### src/hw/rtl/tppd_pkg.sv
// shared types and constants for the three-point pulse despiker
package tppd_pkg;

    // configuration register geometry
    localparam int FLOOR_W   = 40;
    localparam int DIV_W     = 16;
    localparam int CFG_IDX_W = 2;
    localparam int DAY_W     = 32;

    // register index codes
    typedef enum logic [CFG_IDX_W-1:0] {
        REG_AGREE_FLOOR = 2'd0,
        REG_AGREE_DIV   = 2'd1,
        REG_PULSE_FLOOR = 2'd2,
        REG_PULSE_DIV   = 2'd3
    } cfg_idx_t;

    // reset values of the registers
    localparam logic [FLOOR_W-1:0] AGREE_FLOOR_RST = 40'd15000;
    localparam logic [DIV_W-1:0]   AGREE_DIV_RST   = 16'd100;
    localparam logic [FLOOR_W-1:0] PULSE_FLOOR_RST = 40'd5000;
    localparam logic [DIV_W-1:0]   PULSE_DIV_RST   = 16'd200;

    // window fill codes
    localparam logic [1:0] SEEN_NONE = 2'd0;
    localparam logic [1:0] SEEN_ONE  = 2'd1;
    localparam logic [1:0] SEEN_TWO  = 2'd2;

    // effective settings, divisors already forced nonzero
    typedef struct packed {
        logic [FLOOR_W-1:0] agree_floor;
        logic [DIV_W-1:0]   agree_div;
        logic [FLOOR_W-1:0] pulse_floor;
        logic [DIV_W-1:0]   pulse_div;
    } cfg_t;

    // request control leaving the window stage
    typedef struct packed {
        logic has_pri;   // middle sample is emitted
        logic has_sec;   // final sample of the series is emitted
        logic chk;       // middle has two real neighbours
    } job_ctl_t;

    // request control leaving the judge stages
    typedef struct packed {
        logic has_pri;
        logic has_sec;
        logic cand;          // full window and middle protrudes one way
        logic agree_floor_ok;
        logic pulse_floor_ok;
    } judge_t;

endpackage

### src/hw/rtl/tppd_cfg.sv
// configuration registers of the despiker
module tppd_cfg (
    input  logic                          aclk,
    input  logic                          aresetn,
    input  logic                          cfg_we,
    input  logic [tppd_pkg::CFG_IDX_W-1:0] cfg_idx,
    input  logic [tppd_pkg::FLOOR_W-1:0]  cfg_wdata,
    output tppd_pkg::cfg_t                cfg
);
    import tppd_pkg::*;

    logic [FLOOR_W-1:0] agree_floor_reg;
    logic [DIV_W-1:0]   agree_div_reg;
    logic [FLOOR_W-1:0] pulse_floor_reg;
    logic [DIV_W-1:0]   pulse_div_reg;

    // register writes
    always_ff @(posedge aclk) begin
        if (!aresetn) begin
            agree_floor_reg <= AGREE_FLOOR_RST;
            agree_div_reg   <= AGREE_DIV_RST;
            pulse_floor_reg <= PULSE_FLOOR_RST;
            pulse_div_reg   <= PULSE_DIV_RST;
        end else if (cfg_we) begin
            unique case (cfg_idx_t'(cfg_idx))
                REG_AGREE_FLOOR: agree_floor_reg <= cfg_wdata;
                REG_AGREE_DIV:   agree_div_reg   <= cfg_wdata[DIV_W-1:0];
                REG_PULSE_FLOOR: pulse_floor_reg <= cfg_wdata;
                REG_PULSE_DIV:   pulse_div_reg   <= cfg_wdata[DIV_W-1:0];
                default: ;
            endcase
        end
    end

    // a zero divisor acts as one
    always_comb begin
        cfg.agree_floor = agree_floor_reg;
        cfg.agree_div   = (agree_div_reg == '0) ? DIV_W'(1) : agree_div_reg;
        cfg.pulse_floor = pulse_floor_reg;
        cfg.pulse_div   = (pulse_div_reg == '0) ? DIV_W'(1) : pulse_div_reg;
    end

endmodule

### config.mk
export PLATFORM = sky130hd
export DESIGN_NAME = tppd_cfg
export DESIGN_NICKNAME = d
export VERILOG_FILES = /design/src/hw/rtl/tppd_pkg.sv /design/src/hw/rtl/tppd_cfg.sv
export SDC_FILE = /design/constraint.sdc
export NUM_CORES = 1
export LEC_CHECK = 0
export BUFFER_PORTS_ARGS = -buffer_cell sky130_fd_sc_hd__buf_2
export CORE_MARGIN = 2
export CORE_UTILIZATION = 25
export DETAILED_ROUTE_END_ITERATION = 10
export GPL_TIMING_DRIVEN = 0
export HOLD_SLACK_MARGIN = 0.12
export PLACE_DENSITY_LB_ADDON = 0.25
export SETUP_SLACK_MARGIN = 0.5
export SYNTH_ARGS = -nofsm -noshare
export SYNTH_HDL_FRONTEND = slang
export SYNTH_SLANG_ARGS = --single-unit
### constraint.sdc
create_clock -name aclk -period 1 [get_ports aclk]
set_input_delay 0.1 -clock aclk [delete_from_list [all_inputs] [get_ports aclk]]
set_output_delay 0.1 -clock aclk [all_outputs]
set_load 0.005 [all_outputs]
==> reports/summary.md <==
The run gives 48 as the row count. Data on the critical path is required at its endpoint by 0.90 ns. The library cell used most frequently in the layout, excluding fill and tap cells, is buf_2. The worst hold path begins at cfg_wdata[29].

At the end of the flow, the number of nets in the layout was 823. The logs give 4119 for the number of global-route vias before repair and 1651 for the final-layout fill cell count. The clock drives 112 sinks. The final reports fail on negative hold slack, negative setup slack. For this run, the number of Yosys warnings is 0. The tools report the final wirelength as 16.4 mm. The tools report the non-filler instance count after layout as 1007. VDD sags by at most 0.946 mV. The congestion estimate from routability-driven global placement came to 0.764. CTS built an H-tree with a depth of 3. In this run the horizontal extent of the chip is 135 µm.

In the routed layout, each cell is associated on average with a via count of 4.41. The run gives 0 as the antenna cell count. The run gives -0.00811 ns as the worst hold slack. The tools report the global routing usage summed across all routing layers as 0.170. The tools report the part of the total power dissipated in sequential elements as 0.486. Cell accounting for the most synthesized area: dfxtp_1. The final number of max-transition violations was 0.

The run gives 0 as the total overflow reported by the global router. The initial core utilization was 0.253; the net switching component of the power was 0.00257 W. The HPWL after detailed placement is 10.4 mm. Yosys attributes the largest share of cell area to dfxtp_1, nand2_1, a21boi_1. The clock network power share is 0.338, and the routed wire length per instance is 16.3 µm. For hold timing, the worst endpoint is pulse_floor_reg[29]. Before antenna repair, the detailed router went through 4 iterations.

The number of buffer cells added on primary ports works out to 155. The run gives 2 as the clock tree buffer depth. For the pin with the worst max-slew slack, the measured transition is 0.493 ns. Internal power comes to 0.00724 W.

The startpoint identified for the worst register-to-register timing path is agree_div_reg[4]. The tools report the number of CTS-inserted buffers as 9. The type of element launching the critical path is a flop. TritonCTS built the clock tree. The critical path in this run is classified as flop to primary output. The signed area change from the synthesized netlist to the final layout is 92.8%, and the part of the Yosys area used for sequential elements is 0.520.

The count of nets left with antenna violations once routing finished came out at 0. The area of the die is 0.0183 mm², and the DRC violation count after routing is 0. The period utilization was 1.41; the setup slack of the most critical reg-to-reg path was 0.22 ns.

The run gives 0 as the number of antenna violations at the first check in global routing. Counting distinct cell types in the post-synthesis netlist gives 16. Of all nets on the critical path, the largest fanout is 2.

The height of the die came out at 135 µm. In this run the critical register-to-register path is captured at agree_div_reg[4]. The static leakage came out at 3.73 nW. The highest clock frequency the design can meet was 711 MHz; the hold path depth was 3. For this design the ratio of total power to cell area is 1180 mW/mm². Entering global routing, the biggest net connects 16 pins.

The number of hold violations in the final report was 7; the proportion of power drawn by combinational gates was 0.177. Counting flops and latches in the post-synthesis netlist gives 112. The via total after detailed routing came out at 4440. For the worst flop-to-flop path, the logic depth is 4. Maximum clock skew at final layout: 0 ns. Number of setup violations in the final report: 18.

The fraction of power spent switching nets came out at 0.262. For the relative slew slack, the log shows 0.671. The tools report the clock tree root buffer cell as clkbuf_16. The proportion of layout cells with a drive suffix above 1 was 0.756; the synthesized netlist cell count was 532. Counting tap cells, the placed design contains a total of 912 instances. Leaving out fill and tap cells, the most frequent cells in the layout are buf_2, dfxtp_2, nand2_2. In this run the cell area of the synthesized design comes to 0.00431 mm². In this run the count of I/O pins placed on the die edge is 157. The clock slew at the register clock pins of the worst setup and hold paths came out at 0.07 ns. The summed negative setup slack over all endpoints was -1.72 ns; the worst-case setup margin in the final layout was -0.406 ns. The detailed router's first-iteration violation count is 127. The share of Yosys cell area claimed by the top area cell type was 0.520; the critical path arrival was 1.31 ns.

The post-synthesis average cell area was 8.10 µm². Setup repair after global routing could not meet its margin everywhere. The region available for standard cell placement spans 0.0171 mm². For the finished layout, the period the worst path requires is 1.41 ns.

The type of the worst min-delay path was input pin to flop. The tool flagged a number of max-cap violations equal to 0. STA classifies the critical path endpoint as a primary output. The number of nets in the synthesized netlist is 577. The global-route wire length before repair was 23.5 mm. The flow ran to the end, but the final reports show violations. For the worst-skew pair, the clock arrives at the later sink with an insertion delay of 0.35 ns.
[per-layer routing]
layer	vias to the layer above	track usage	part of all wire
li1	2188	-	-
met3	19	0.0591	0.059
met1	2131	0.218	0.44
met2	102	0.276	0.49
met4	0	0.0411	0.016
met5	-	0	0
[worst max-delay path, cell delays in order (launching register included)]
cell	delay (ns)
dfxtp_2	0.34
nor4_4	0.31
a41o_1	0.20
buf_2	0.11
[cell usage after synthesis, drive strengths merged]
cell	count
and3b	2
nand3b	2
nor3b	1
nor4	6
buf	22
clkbuf	44
dfxtp	112
or3b	1
nand3	19
a21boi	94
nor3	2
nand2	224
a41o	2
and3	1
[through the flow]
stage           util  setup slack, ns  hold WS, ns  power, W  area (µm²)
2_1_floorplan      -           0.0364        0.224   0.00529        4440
3_3_place_gp   0.322           -0.230        0.356   0.00577        5500
3_5_place_dp   0.322           -0.221        0.363   0.00577        5500
4_1_cts        0.422           -0.429      -0.0296   0.00956        7200
5_1_grt        0.487           -0.476      -0.0185    0.0102        8310
6_report       0.487           -0.406     -0.00811   0.00981        8310
[how the worst max path moves through the flow]
stage,from,to,slack [ns],depth (start not counted)
6_report,agree_div_reg[15],cfg[56],-0.41,3
5_1_grt,agree_div_reg[15],cfg[56],-0.48,3
3_5_place_dp,agree_div_reg[15],cfg[56],-0.22,3
2_1_floorplan,cfg_idx[1],agree_floor_reg[11],0.04,5
3_3_place_gp,agree_div_reg[15],cfg[56],-0.23,3
4_1_cts,pulse_div_reg[8],cfg[0],-0.43,3
[power groups by stage]
| stage | combinational (W) | clock, W | sequential (W) |
|---|---|---|---|
| floorplan | 0.000467 | 0 | 0.00482 |
| detailed placement | 0.000949 | 0 | 0.00483 |
| global route | 0.00185 | 0.00358 | 0.00478 |
| CTS | 0.00140 | 0.00340 | 0.00477 |
| global placement | 0.000949 | 0 | 0.00482 |
| finish | 0.00173 | 0.00331 | 0.00477 |
[kinds of logic (layout without fill, tap and decap cells)]
group | after synthesis | count (layout) | synth area share
simple gates | 258 | 258 | 0.242
buf+inv | 66 | 316 | 0.0696
compound gates | 96 | 96 | 0.168
flops | 112 | 112 | 0.520
[final cells by class]
cell class                      count  area, µm²  share of cell area
Buffer                             66        524              0.0631
Clock inverter                      1       5.00            0.000602
Tap cell                          225        282              0.0339
Timing Repair Buffer              235       2100               0.253
Clock buffer                       14        244              0.0293
Sequential cell                   112       2400               0.289
Multi-Input combinational cell    354       2750               0.331
[repair_timing]
item	4_1_cts	5_1_grt
resized for setup	320	182
cloned	12	4
pin swaps	55	77
setup endpoints to repair	224	224
buffers inserted	28	36
hold endpoints to repair	112	110
Power figures use the tool's default switching activity.
