**src/hw/rtl/tppd_pkg.sv**
```systemverilog
// shared types and constants for the three-point pulse despiker
package tppd_pkg;

    // configuration register geometry
    localparam int FLOOR_W   = 40;
    localparam int DIV_W     = 16;
    localparam int CFG_IDX_W = 2;
    localparam int DAY_W     = 32;

    // register index codes
    typedef enum logic [CFG_IDX_W-1:0] {
        REG_AGREE_FLOOR = 2'd0,
        REG_AGREE_DIV   = 2'd1,
        REG_PULSE_FLOOR = 2'd2,
        REG_PULSE_DIV   = 2'd3
    } cfg_idx_t;

    // reset values of the registers
    localparam logic [FLOOR_W-1:0] AGREE_FLOOR_RST = 40'd15000;
    localparam logic [DIV_W-1:0]   AGREE_DIV_RST   = 16'd100;
    localparam logic [FLOOR_W-1:0] PULSE_FLOOR_RST = 40'd5000;
    localparam logic [DIV_W-1:0]   PULSE_DIV_RST   = 16'd200;

    // window fill codes
    localparam logic [1:0] SEEN_NONE = 2'd0;
    localparam logic [1:0] SEEN_ONE  = 2'd1;
    localparam logic [1:0] SEEN_TWO  = 2'd2;

    // effective settings, divisors already forced nonzero
    typedef struct packed {
        logic [FLOOR_W-1:0] agree_floor;
        logic [DIV_W-1:0]   agree_div;
        logic [FLOOR_W-1:0] pulse_floor;
        logic [DIV_W-1:0]   pulse_div;
    } cfg_t;

    // request control leaving the window stage
    typedef struct packed {
        logic has_pri;   // middle sample is emitted
        logic has_sec;   // final sample of the series is emitted
        logic chk;       // middle has two real neighbours
    } job_ctl_t;

    // request control leaving the judge stages
    typedef struct packed {
        logic has_pri;
        logic has_sec;
        logic cand;          // full window and middle protrudes one way
        logic agree_floor_ok;
        logic pulse_floor_ok;
    } judge_t;

endpackage

```
**src/hw/rtl/tppd_window.sv**
```systemverilog
// sample window and input register of the despiker
module tppd_window #(
    parameter int SAMPLE_BITS = 48
) (
    input  logic                        aclk,
    input  logic                        aresetn,
    input  logic                        s_valid,
    output logic                        s_ready,
    input  logic [tppd_pkg::DAY_W-1:0]  s_day_stamp,
    input  logic [SAMPLE_BITS-1:0]      s_balance,
    input  logic                        s_series_end,
    output logic                        j_valid,
    input  logic                        j_ready,
    output tppd_pkg::job_ctl_t          j_ctl,
    output logic [SAMPLE_BITS-1:0]      j_a,
    output logic [SAMPLE_BITS-1:0]      j_b,
    output logic [SAMPLE_BITS-1:0]      j_c,
    output logic [tppd_pkg::DAY_W-1:0]  j_pday,
    output logic [tppd_pkg::DAY_W-1:0]  j_sday
);
    import tppd_pkg::*;

    logic [SAMPLE_BITS-1:0] older_reg, older_next;
    logic [SAMPLE_BITS-1:0] middle_reg, middle_next;
    logic [DAY_W-1:0]       mday_reg, mday_next;
    logic [1:0]             seen_reg, seen_next;

    logic                   v1_reg, v1_next;
    job_ctl_t               ctl1_reg, ctl_new;
    logic                   job_new;
    logic [SAMPLE_BITS-1:0] a1_reg, b1_reg, c1_reg;
    logic [DAY_W-1:0]       pday1_reg, sday1_reg;
    logic                   accept;

    assign s_ready = !v1_reg || j_ready;
    assign accept  = s_valid && s_ready;

    // window update and request forming
    always_comb begin
        older_next  = older_reg;
        middle_next = middle_reg;
        mday_next   = mday_reg;
        seen_next   = seen_reg;
        job_new     = 1'b0;
        ctl_new     = '0;
        if (accept) begin
            if (seen_reg == SEEN_NONE) begin
                if (s_series_end) begin
                    job_new         = 1'b1;
                    ctl_new.has_sec = 1'b1;
                end else begin
                    middle_next = s_balance;
                    mday_next   = s_day_stamp;
                    seen_next   = SEEN_ONE;
                end
            end else begin
                job_new         = 1'b1;
                ctl_new.has_pri = 1'b1;
                ctl_new.has_sec = s_series_end;
                ctl_new.chk     = (seen_reg == SEEN_TWO);
                if (s_series_end) begin
                    older_next  = '0;
                    middle_next = '0;
                    mday_next   = '0;
                    seen_next   = SEEN_NONE;
                end else begin
                    older_next  = middle_reg;
                    middle_next = s_balance;
                    mday_next   = s_day_stamp;
                    seen_next   = SEEN_TWO;
                end
            end
        end
    end

    // input register advances whenever downstream has room
    always_comb begin
        v1_next = v1_reg;
        if (s_ready) begin
            v1_next = job_new;
        end
    end

    always_ff @(posedge aclk) begin
        if (!aresetn) begin
            older_reg  <= '0;
            middle_reg <= '0;
            mday_reg   <= '0;
            seen_reg   <= SEEN_NONE;
            v1_reg     <= 1'b0;
        end else begin
            older_reg  <= older_next;
            middle_reg <= middle_next;
            mday_reg   <= mday_next;
            seen_reg   <= seen_next;
            v1_reg     <= v1_next;
        end
    end

    // window snapshot of the request
    always_ff @(posedge aclk) begin
        if (accept && job_new) begin
            ctl1_reg  <= ctl_new;
            a1_reg    <= older_reg;
            b1_reg    <= middle_reg;
            c1_reg    <= s_balance;
            pday1_reg <= mday_reg;
            sday1_reg <= s_day_stamp;
        end
    end

    assign j_valid = v1_reg;
    assign j_ctl   = ctl1_reg;
    assign j_a     = a1_reg;
    assign j_b     = b1_reg;
    assign j_c     = c1_reg;
    assign j_pday  = pday1_reg;
    assign j_sday  = sday1_reg;

    // fill count never goes past two
    a_seen_range: assert property (@(posedge aclk) disable iff (!aresetn)
        seen_reg != 2'd3)
        else $error("window fill count out of range");

    // a series end empties the window
    a_end_clears: assert property (@(posedge aclk) disable iff (!aresetn)
        (accept && s_series_end) |=> (seen_reg == SEEN_NONE))
        else $error("window not emptied after series end");

    // a first sample alone never makes a request unless it ends the series
    a_first_quiet: assert property (@(posedge aclk) disable iff (!aresetn)
        (accept && !s_series_end && seen_reg == SEEN_NONE && !v1_reg) |=> !v1_reg)
        else $error("request made from a lone first sample");

endmodule

```
**config.mk**
```make
export PLATFORM = sky130hd
export DESIGN_NAME = tppd_window
export DESIGN_NICKNAME = d
export VERILOG_FILES = /design/src/hw/rtl/tppd_pkg.sv /design/src/hw/rtl/tppd_window.sv
export SDC_FILE = /design/constraint.sdc
export NUM_CORES = 1
export LEC_CHECK = 0
export BUFFER_PORTS_ARGS = -buffer_cell sky130_fd_sc_hd__buf_2
export CAP_MARGIN = 0
export CORE_MARGIN = 2
export CORE_UTILIZATION = 46
export DETAILED_ROUTE_END_ITERATION = 8
export PLACE_DENSITY = 0.71
export RECOVER_POWER = 50
export SKIP_CTS_REPAIR_TIMING = 1
export SYNTH_ARGS = -nofsm -noshare
export SYNTH_HDL_FRONTEND = slang
export SYNTH_SLANG_ARGS = --single-unit
```
**constraint.sdc**
```tcl
create_clock -name aclk -period 11.6 [get_ports aclk]
set_input_delay 2.32 -clock aclk [delete_from_list [all_inputs] [get_ports aclk]]
set_output_delay 2.32 -clock aclk [all_outputs]
set_load 0.02 [all_outputs]
```
==> impl_metrics.json <==
{
  "status": "complete, but fails checks",
  "violations": "capacitance limit, slew limit",
  "via_count": 6207,
  "placed_cell_area_um2": 12500,
  "io_buffers": 297,
  "period_needed_ns": 5.65,
  "ios": 298,
  "ys_seq_area_share_pct": 83.4,
  "die_area_um2": 24600,
  "wl_mm": 22.6,
  "p_leak_nw": 4.57,
  "grt_pass1_wl_mm": 33.6,
  "internal_power_mw": 2.03,
  "synth_cell_types": 31,
  "yosysWarnings": 0,
  "row_count": 55,
  "post_drt_wl_per_cell_um": 18.6,
  "grt_pass1_vias": 5998,
  "dieWidth_um": 157,
  "synthTopCellsByArea": "edfxtp_1 (59%), dfxtp_1 (24%), a32o_1 (4.5%)",
  "cts_tree": "done",
  "pre_cts_slack_ns": 6.33,
  "final_design_area_no_fill_um2": 13300,
  "synthTopCellsByCount": "edfxtp_1 (211), dfxtp_1 (131), nand2_1 (49)",
  "first_pass_iters": 5,
  "synth_edf_count": 211,
  "start_util_pct": 47.2,
  "ir_worst_vdd_mv": 0.118,
  "slew_headroom_pct": -51.8,
  "die_h_um": 157,
  "cp-start-kind": "input port",
  "track_usage_pct": 17.7,
  "clock_path_buffers": 3,
  "synth_nets": 666,
  "num-fill-cells": 1861,
  "hp-class": "register to register",
  "drtAntennaViolNets": 0,
  "synth_area_um2": 10700,
  "clock_sinks": 342,
  "fin_ws_ns": 5.95,
  "async_flop_share_pct": 0,
  "grt_overflow": 0,
  "path_common_cell": "clkbuf_1",
  "grt_max_degree": 89,
  "power_frac_comb_pct": 6.5,
  "seqPwrFrac_pct": 52.7,
  "critPathRequiredTime_ns": 12.04,
  "fin_nets": 965,
  "cellPowerDensity_nw_per_um2": 197,
  "routabilityCongestion": 0.720,
  "crit_fanout": 51,
  "arrival_ns": 6.09,
  "first_iter_violations": 352,
  "rsz0062_at_grt": "no",
  "synth_area_per_cell_um2": 18.5,
  "clk_pin_slew_worst_paths_ns": 0.06,
  "worstMarginPinSlew_ns": 2.28,
  "drive_above_1_share_pct": 16.6,
  "power.switching_mw": 0.575,
  "multi_input_area_um2": 1580,
  "finalHoldViolCount": 0,
  "cts_inserted_buffers": 34,
  "netSwitchingFraction_pct": 22.0,
  "syn_to_final_growth_pct": 23.3,
  "seqCellArea_um2": 8960,
  "p_total_mw": 2.61,
  "endpoint_kind": "register",
  "layout_worst_path_cycle_share_pct": 48.7,
  "synth.most_common_cell": "edfxtp_1",
  "syn_inst": 581,
  "slew_viol_final": 102,
  "path_cells": "clkbuf_1, clkbuf_1, nand2_1, a2bb2o_1",
  "synthFlopType": "edfxtp_1",
  "max_stage_delay_ns": 1.70,
  "clockPowerShare_pct": 40.8,
  "clk_latency_ns": 0.50,
  "rrSetupSlack_ns": 8.29,
  "critPathKind": "input port to register",
  "ys_seq_elements": 342,
  "cap_violations": 2,
  "slowest_stage": "clkbuf_1",
  "setup_viol": 0,
  "drc": 0,
  "clockRootBuffer": "clkbuf_16",
  "cpLargestDelayFamily": "buffers and inverters",
  "antenna_found_initial": 0,
  "viasPerCell": 5.10,
  "fin_worst_skew_ns": 0.0180,
  "synth_area_leader_cell": "edfxtp_1",
  "tns_ns": 0,
  "synth_top_area_share_pct": 59.0,
  "hpwl_mm": 14.0,
  "antenna_cells": 0,
  "core_um2": 22800,
  "htree_levels": 2,
  "fmax_mhz": 177,
  "critPathBufInv": 2
}
## through the flow
stage                     hold slack (ns)  utilization, %  instances
after floorplan                     0.401               -        581
after global placement              0.405            54.7       1157
after detailed placement            0.414            54.7       1157
after CTS                           0.428            59.5       1217
after global routing                0.439            58.2       1217
final                               0.429            58.2       1217
## final cells by class
class                           instances  share of cell area, %
Clock buffer                           49                   7.16
Clock inverter                         11                   1.05
Inverter                                2                 0.0566
Multi-Input combinational cell        197                   11.9
Sequential cell                       342                   67.6
Tap cell                              313                   2.95
Timing Repair Buffer                  303                   9.32
## worst paths after layout
| path | from | endpoint | depth (start not counted) |
|---|---|---|---|
| setup / recovery | aresetn | older_reg[23] | 4 |
| hold / removal | mday_reg[13] | j_pday[13] | 0 |
| setup reg to reg | j_valid | j_pday[1] | 4 |
| hold reg to reg | mday_reg[13] | j_pday[13] | 0 |
## placed cells by master, fill, tap and decap left out, types with 2 or more instances in the layout
master and instances:
a22o_1 4, a22o_2 28, a31oi_4 2, a32o_1 48, and3_1 2, buf_2 63
buf_4 5, bufinv_16 3, clkbuf_1 247, clkbuf_16 35, clkbuf_8 2, clkinv_2 4
dfxtp_1 131, edfxtp_1 211, inv_1 2, nand2_1 49, nor3_1 2, o2bb2ai_1 47
## power by group through the flow
| stage | clock (mW) | sequential, mW | combinational (mW) |
|---|---|---|---|
| 2_1_floorplan | 0 | 1.46 | 0.0564 |
| 3_3_place_gp | 0 | 1.40 | 0.181 |
| 3_5_place_dp | 0 | 1.40 | 0.183 |
| 4_1_cts | 1.09 | 1.37 | 0.183 |
| 5_1_grt | 1.13 | 1.38 | 0.182 |
| 6_report | 1.06 | 1.37 | 0.169 |
## routing by layer
layer | vias up | share of wire (%) | wire (µm) | track usage (%)
met4 | 0 | 2.0 | 451 | 5.29
li1 | 2909 | - | - | -
met3 | 39 | 8.6 | 1950 | 5.65
met1 | 2991 | 42 | 9420 | 23.2
met2 | 268 | 48 | 10800 | 28.5
met5 | - | 0 | 0 | 0
## kinds of logic after synthesis
kind of cell | Yosys count | synth area share (%)
buf+inv | 42 | 2.19
flops | 342 | 83.4
compound gates | 135 | 11.9
simple gates | 62 | 2.57
## worst register-to-register path: stages (launching register included)
cell,delay (ns)
dfxtp_1,0.31
nand2b_1,0.42
nand2_1,0.22
nor2_4,0.90
buf_4,0.96
(Power assumes the default switching activity.)
