==> src/hw/rtl/tppd_pkg.sv <==
// shared types and constants for the three-point pulse despiker
package tppd_pkg;

    // configuration register geometry
    localparam int FLOOR_W   = 40;
    localparam int DIV_W     = 16;
    localparam int CFG_IDX_W = 2;
    localparam int DAY_W     = 32;

    // register index codes
    typedef enum logic [CFG_IDX_W-1:0] {
        REG_AGREE_FLOOR = 2'd0,
        REG_AGREE_DIV   = 2'd1,
        REG_PULSE_FLOOR = 2'd2,
        REG_PULSE_DIV   = 2'd3
    } cfg_idx_t;

    // reset values of the registers
    localparam logic [FLOOR_W-1:0] AGREE_FLOOR_RST = 40'd15000;
    localparam logic [DIV_W-1:0]   AGREE_DIV_RST   = 16'd100;
    localparam logic [FLOOR_W-1:0] PULSE_FLOOR_RST = 40'd5000;
    localparam logic [DIV_W-1:0]   PULSE_DIV_RST   = 16'd200;

    // window fill codes
    localparam logic [1:0] SEEN_NONE = 2'd0;
    localparam logic [1:0] SEEN_ONE  = 2'd1;
    localparam logic [1:0] SEEN_TWO  = 2'd2;

    // effective settings, divisors already forced nonzero
    typedef struct packed {
        logic [FLOOR_W-1:0] agree_floor;
        logic [DIV_W-1:0]   agree_div;
        logic [FLOOR_W-1:0] pulse_floor;
        logic [DIV_W-1:0]   pulse_div;
    } cfg_t;

    // request control leaving the window stage
    typedef struct packed {
        logic has_pri;   // middle sample is emitted
        logic has_sec;   // final sample of the series is emitted
        logic chk;       // middle has two real neighbours
    } job_ctl_t;

    // request control leaving the judge stages
    typedef struct packed {
        logic has_pri;
        logic has_sec;
        logic cand;          // full window and middle protrudes one way
        logic agree_floor_ok;
        logic pulse_floor_ok;
    } judge_t;

endpackage

==> src/hw/rtl/tppd_out.sv <==
// result register and second-result buffer of the despiker
module tppd_out #(
    parameter int SAMPLE_BITS = 48
) (
    input  logic                        aclk,
    input  logic                        aresetn,
    input  logic                        k_valid,
    output logic                        k_ready,
    input  tppd_pkg::judge_t            k_flags,
    input  logic [SAMPLE_BITS-1:0]      k_b,
    input  logic [SAMPLE_BITS-1:0]      k_c,
    input  logic [SAMPLE_BITS-1:0]      k_mean,
    input  logic [SAMPLE_BITS-1:0]      k_mag,
    input  logic [SAMPLE_BITS+tppd_pkg::DIV_W-1:0]   k_prod_agree,
    input  logic [SAMPLE_BITS+tppd_pkg::DIV_W:0]     k_prod_pulse,
    input  logic [tppd_pkg::DAY_W-1:0]  k_pday,
    input  logic [tppd_pkg::DAY_W-1:0]  k_sday,
    output logic                        m_valid,
    input  logic                        m_ready,
    output logic [tppd_pkg::DAY_W-1:0]  m_out_day,
    output logic [SAMPLE_BITS-1:0]      m_out_balance,
    output logic                        m_was_corrected,
    output logic                        m_out_last
);
    import tppd_pkg::*;

    localparam int SB   = SAMPLE_BITS;
    localparam int PA_W = SB + DIV_W;
    localparam int PP_W = SB + DIV_W + 1;

    logic             m_valid_reg, m_valid_next;
    logic             sec_pending_reg, sec_pending_next;
    logic [DAY_W-1:0] day_reg, day_next;
    logic [SB-1:0]    bal_reg, bal_next;
    logic             corr_reg, corr_next;
    logic             last_reg, last_next;
    logic [DAY_W-1:0] sec_day_reg, sec_day_next;
    logic [SB-1:0]    sec_bal_reg, sec_bal_next;
    logic             slot_free;
    logic             fix;

    assign slot_free = !m_valid_reg || m_ready;
    assign k_ready   = slot_free && !sec_pending_reg;

    // final pulse decision
    assign fix = k_flags.cand && k_flags.pulse_floor_ok
              && (k_flags.agree_floor_ok || (k_prod_agree <= PA_W'(k_mag)))
              && (k_prod_pulse > PP_W'(k_mag));

    // result slot loading
    always_comb begin
        m_valid_next     = m_valid_reg;
        sec_pending_next = sec_pending_reg;
        day_next         = day_reg;
        bal_next         = bal_reg;
        corr_next        = corr_reg;
        last_next        = last_reg;
        sec_day_next     = sec_day_reg;
        sec_bal_next     = sec_bal_reg;
        if (slot_free) begin
            m_valid_next = 1'b0;
            if (sec_pending_reg) begin
                m_valid_next     = 1'b1;
                sec_pending_next = 1'b0;
                day_next         = sec_day_reg;
                bal_next         = sec_bal_reg;
                corr_next        = 1'b0;
                last_next        = 1'b1;
            end else if (k_valid) begin
                m_valid_next = 1'b1;
                if (k_flags.has_pri) begin
                    day_next         = k_pday;
                    bal_next         = fix ? k_mean : k_b;
                    corr_next        = fix;
                    last_next        = 1'b0;
                    sec_pending_next = k_flags.has_sec;
                    sec_day_next     = k_sday;
                    sec_bal_next     = k_c;
                end else begin
                    day_next  = k_sday;
                    bal_next  = k_c;
                    corr_next = 1'b0;
                    last_next = 1'b1;
                end
            end
        end
    end

    always_ff @(posedge aclk) begin
        if (!aresetn) begin
            m_valid_reg     <= 1'b0;
            sec_pending_reg <= 1'b0;
        end else begin
            m_valid_reg     <= m_valid_next;
            sec_pending_reg <= sec_pending_next;
        end
    end

    always_ff @(posedge aclk) begin
        day_reg     <= day_next;
        bal_reg     <= bal_next;
        corr_reg    <= corr_next;
        last_reg    <= last_next;
        sec_day_reg <= sec_day_next;
        sec_bal_reg <= sec_bal_next;
    end

    assign m_valid         = m_valid_reg;
    assign m_out_day       = day_reg;
    assign m_out_balance   = bal_reg;
    assign m_was_corrected = corr_reg;
    assign m_out_last      = last_reg;

    // a buffered final sample always sits behind a shown result
    a_sec_behind: assert property (@(posedge aclk) disable iff (!aresetn)
        sec_pending_reg |-> m_valid_reg)
        else $error("second result buffered with empty slot");

    // no new request while the final sample waits
    a_sec_blocks: assert property (@(posedge aclk) disable iff (!aresetn)
        sec_pending_reg |-> !k_ready)
        else $error("request taken while second result pending");

    // the series end sample is never a corrected one
    a_last_clean: assert property (@(posedge aclk) disable iff (!aresetn)
        m_valid_reg |-> !(corr_reg && last_reg))
        else $error("final sample marked corrected");

    // a buffered final sample is shown right after its partner leaves
    a_sec_next: assert property (@(posedge aclk) disable iff (!aresetn)
        (sec_pending_reg && m_ready) |=> (m_valid_reg && last_reg))
        else $error("second result not shown after first");

endmodule

==> config.mk <==
export PLATFORM = sky130hd
export DESIGN_NAME = tppd_out
export DESIGN_NICKNAME = d
export VERILOG_FILES = /design/src/hw/rtl/tppd_pkg.sv /design/src/hw/rtl/tppd_out.sv
export SDC_FILE = /design/constraint.sdc
export NUM_CORES = 1
export LEC_CHECK = 0
export BUFFER_PORTS_ARGS = -buffer_cell sky130_fd_sc_hd__buf_2
export CORE_AREA = 8 8 177 179
export DETAILED_ROUTE_END_ITERATION = 7
export DIE_AREA = 0 0 185 187
export PLACE_DENSITY_LB_ADDON = 0.12
export SYNTH_ARGS = -nofsm -noshare
export SYNTH_HDL_FRONTEND = slang
export SYNTH_SLANG_ARGS = --single-unit
export TNS_END_PERCENT = 5
==> constraint.sdc <==
create_clock -name aclk -period 19.9 [get_ports aclk]
set_input_delay 3.98 -clock aclk [delete_from_list [all_inputs] [get_ports aclk]]
set_output_delay 3.98 -clock aclk [all_outputs]
set_load 0.01 [all_outputs]
==> flow_summary.json <==
{
  "maxCapViolations": 0,
  "gp_congestion": 0.893,
  "cts_sinks": 164,
  "clk_pin_slew_worst_paths_ps": 70,
  "clock_latency_ps": 430,
  "fin_worst_skew_ps": 19.1,
  "drtIter0Drc": 729,
  "cts_resized": 0,
  "die_y_um": 187,
  "rsz0062_at_grt": "no",
  "io_buffers": 477,
  "post-route-min-period_ps": 8700,
  "final_util_pct": 48.4,
  "vias": 9584,
  "first_global_vias": 9651,
  "start_util_pct": 36.5,
  "tightestPinTransition_ps": 982,
  "cts_made_buffers": 17,
  "io_pins": 478,
  "drv_slew": 0,
  "crit_arrival_ps": 4720,
  "period_share_pct": 43.7,
  "routed_wirelength_mm": 38.2,
  "power_density_nw_per_um2": 67.3,
  "num-nets-final": 1909,
  "grt_max_degree": 96,
  "area_growth_pct": 32.5,
  "gr-total-overflow": 0,
  "coreArea_um2": 28400,
  "fp-row-count": 62,
  "routed_via_density": 5.27,
  "antenna_found_initial": 8,
  "critPathRequiredTime_ps": 15920,
  "drc": 11,
  "netlist_instances": 971,
  "final_antenna_net_count": 0,
  "yosysWarnings": 0,
  "nFillCells": 2726,
  "setup_violations": 0,
  "die_w_um": 185,
  "place_area_um2": 13100,
  "hold_path_class": "reg2reg",
  "cts-htree-levels": 4,
  "cts_setup_buffers": 0,
  "hold_viol": 0,
  "startpoint_type": "primary input",
  "ys_ff_latch": 164,
  "syn_area_um2": 10400,
  "syn_avg_cell_area_um2": 10.7,
  "end_kind": "output port",
  "tritoncts": "built",
  "placed_cells": 1784,
  "drtPass1Iterations": 8,
  "root_buffer": "clkbuf_16",
  "layout-drive-gt1-share_pct": 36.8,
  "fin_area_um2": 13700,
  "tns_ps": 0,
  "clock_path_buffers": 2,
  "outcome": "complete, but fails checks",
  "critPathKind": "in2out",
  "syn_nets": 1461,
  "dieArea_um2": 34600,
  "grt_pass1_wl_mm": 56.9,
  "p_total_mw": 0.924,
  "wl_per_cell_um": 21.0,
  "ys_seq_area_share_pct": 47.3,
  "violations": "DRC",
  "ir_drop_v": 0.0000507,
  "finalNonFillerCells": 1820,
  "track_usage_pct": 21.3,
  "maxSlewHeadroom_pct": 34.4,
  "hold_buffers": 0,
  "p_leak_nw": 6.27,
  "cp_max_fo": 5,
  "synth_cell_types": 42,
  "dpl.hpwl_mm": 28.9,
  "fmax_mhz": 115
}
[layout make-up]
class                   instances  area [um^2]  share of cell area (%)
multi-input cells             699         5090                    37.0
flip-flops and latches        164         4910                    35.7
repair buffers                487         2460                    17.9
well taps                     384          480                    3.50
clock buffers                  18          439                    3.20
inverters                      50          188                    1.37
clock inverters                14          155                    1.13
diodes                          4         10.0                  0.0729
[critical path: stages]
cell and delay (ps):
buf_2 90, nor2b_1 380, nor2_1 80, buf_2 180
[layout by cell type (no fill, tap or decap), types with 3 or more instances in the layout]
master     instances
clkbuf_16         17
inv_8              5
nand3_1           59
and3_1            48
o21ai_0           39
ha_1              96
and4_1             4
buf_2            476
nor3_1             4
or3_1              4
diode_2            4
nand2_1           98
buf_4             11
clkinv_8           3
o21ai_1            4
nor2b_1            3
inv_1             50
nor2_1             8
a21o_1             8
a21oi_1           82
mux2i_1           80
inv_6              3
nor4_1             9
nand4_1           22
a211oi_1           6
a222oi_1          48
nand2b_1          51
edfxtp_1         162
[final timing paths]
kind	endpoint	start	cells past startpoint	slack, ps
setup / recovery	k_ready	m_ready	4	11200
hold reg to reg	m_out_day[15]	sec_day_reg[15]	2	520
setup reg to reg	m_out_balance[44]	sec_pending_reg	5	16770
hold / removal	m_out_day[15]	sec_day_reg[15]	2	520
[synth_stat cells]
| master | instances | area (um^2) |
|---|---|---|
| a2111oi_0 | 2 | 17.5 |
| a2111oi_4 | 1 | 27.5 |
| a211o_1 | 1 | 8.76 |
| a211oi_1 | 8 | 60.1 |
| a21o_1 | 8 | 60.1 |
| a21oi_1 | 82 | 410 |
| a221o_1 | 1 | 10.0 |
| a221oi_1 | 2 | 17.5 |
| a222oi_1 | 48 | 480 |
| a22oi_1 | 1 | 7.51 |
| a31o_1 | 1 | 8.76 |
| and2_1 | 2 | 12.5 |
| and3_1 | 48 | 300 |
| and4_1 | 4 | 35.0 |
| buf_1 | 4 | 15.0 |
| buf_2 | 5 | 25.0 |
| buf_6 | 1 | 11.3 |
| clkbuf_1 | 48 | 180 |
| dfxtp_1 | 2 | 40.0 |
| edfxtp_1 | 162 | 4860 |
| ha_1 | 96 | 1200 |
| inv_1 | 50 | 188 |
| mux2i_1 | 80 | 801 |
| nand2_1 | 98 | 368 |
| nand2b_1 | 51 | 319 |
| nand3_1 | 59 | 295 |
| nand3b_1 | 1 | 7.51 |
| nand4_1 | 22 | 138 |
| nand4b_1 | 1 | 8.76 |
| nor2_1 | 10 | 37.5 |
| nor2b_1 | 3 | 18.8 |
| nor3_1 | 4 | 20.0 |
| nor3b_1 | 2 | 15.0 |
| nor4_1 | 9 | 56.3 |
| nor4b_1 | 1 | 8.76 |
| o2111ai_1 | 1 | 8.76 |
| o211ai_1 | 2 | 15.0 |
| o21ai_0 | 39 | 195 |
| o21ai_1 | 4 | 20.0 |
| o31a_1 | 2 | 17.5 |
| o41ai_1 | 1 | 8.76 |
| or3_1 | 4 | 25.0 |
[metal layers]
metal  up-vias  part of all wire (%)  global-route usage, %  wire length [um]
li1       4662                     -                      -                 -
met1      4517                    41                   26.5             15500
met2       368                    50                   36.6             19200
met3        27                   8.1                   5.50              3080
met4        10                  0.92                   3.97               352
met5         -                  0.16                      0                63
[kinds of logic (layout without fill, tap and decap cells)]
group / Yosys count / count (layout) / share of synthesized area [%]
AO/OA/AOI/OAI: 204 / 204 / 13.3
adder cells (fa/ha/maj): 96 / 96 / 11.6
buffers and inverters: 108 / 569 / 4.04
flip-flops: 164 / 164 / 47.3
multiplexers: 80 / 80 / 7.73
other: 0 / 4 / 0
AND/OR/NAND/NOR: 319 / 319 / 16.1
[report_power, final]
group / total (mW) / switching, mW / internal [mW]
Sequential: 0.417 / 0.00794 / 0.409
Clock: 0.332 / 0.160 / 0.172
Combinational: 0.175 / 0.0962 / 0.0790
Total: 0.924 / 0.264 / 0.660
[through the flow]
step	worst slack, ps	hold WS (ps)
2_1_floorplan	9320	500
3_3_place_gp	11230	504
3_5_place_dp	11200	513
4_1_cts	11190	525
5_1_grt	11130	543
6_report	11200	523
Power figures use the tool's default switching activity.
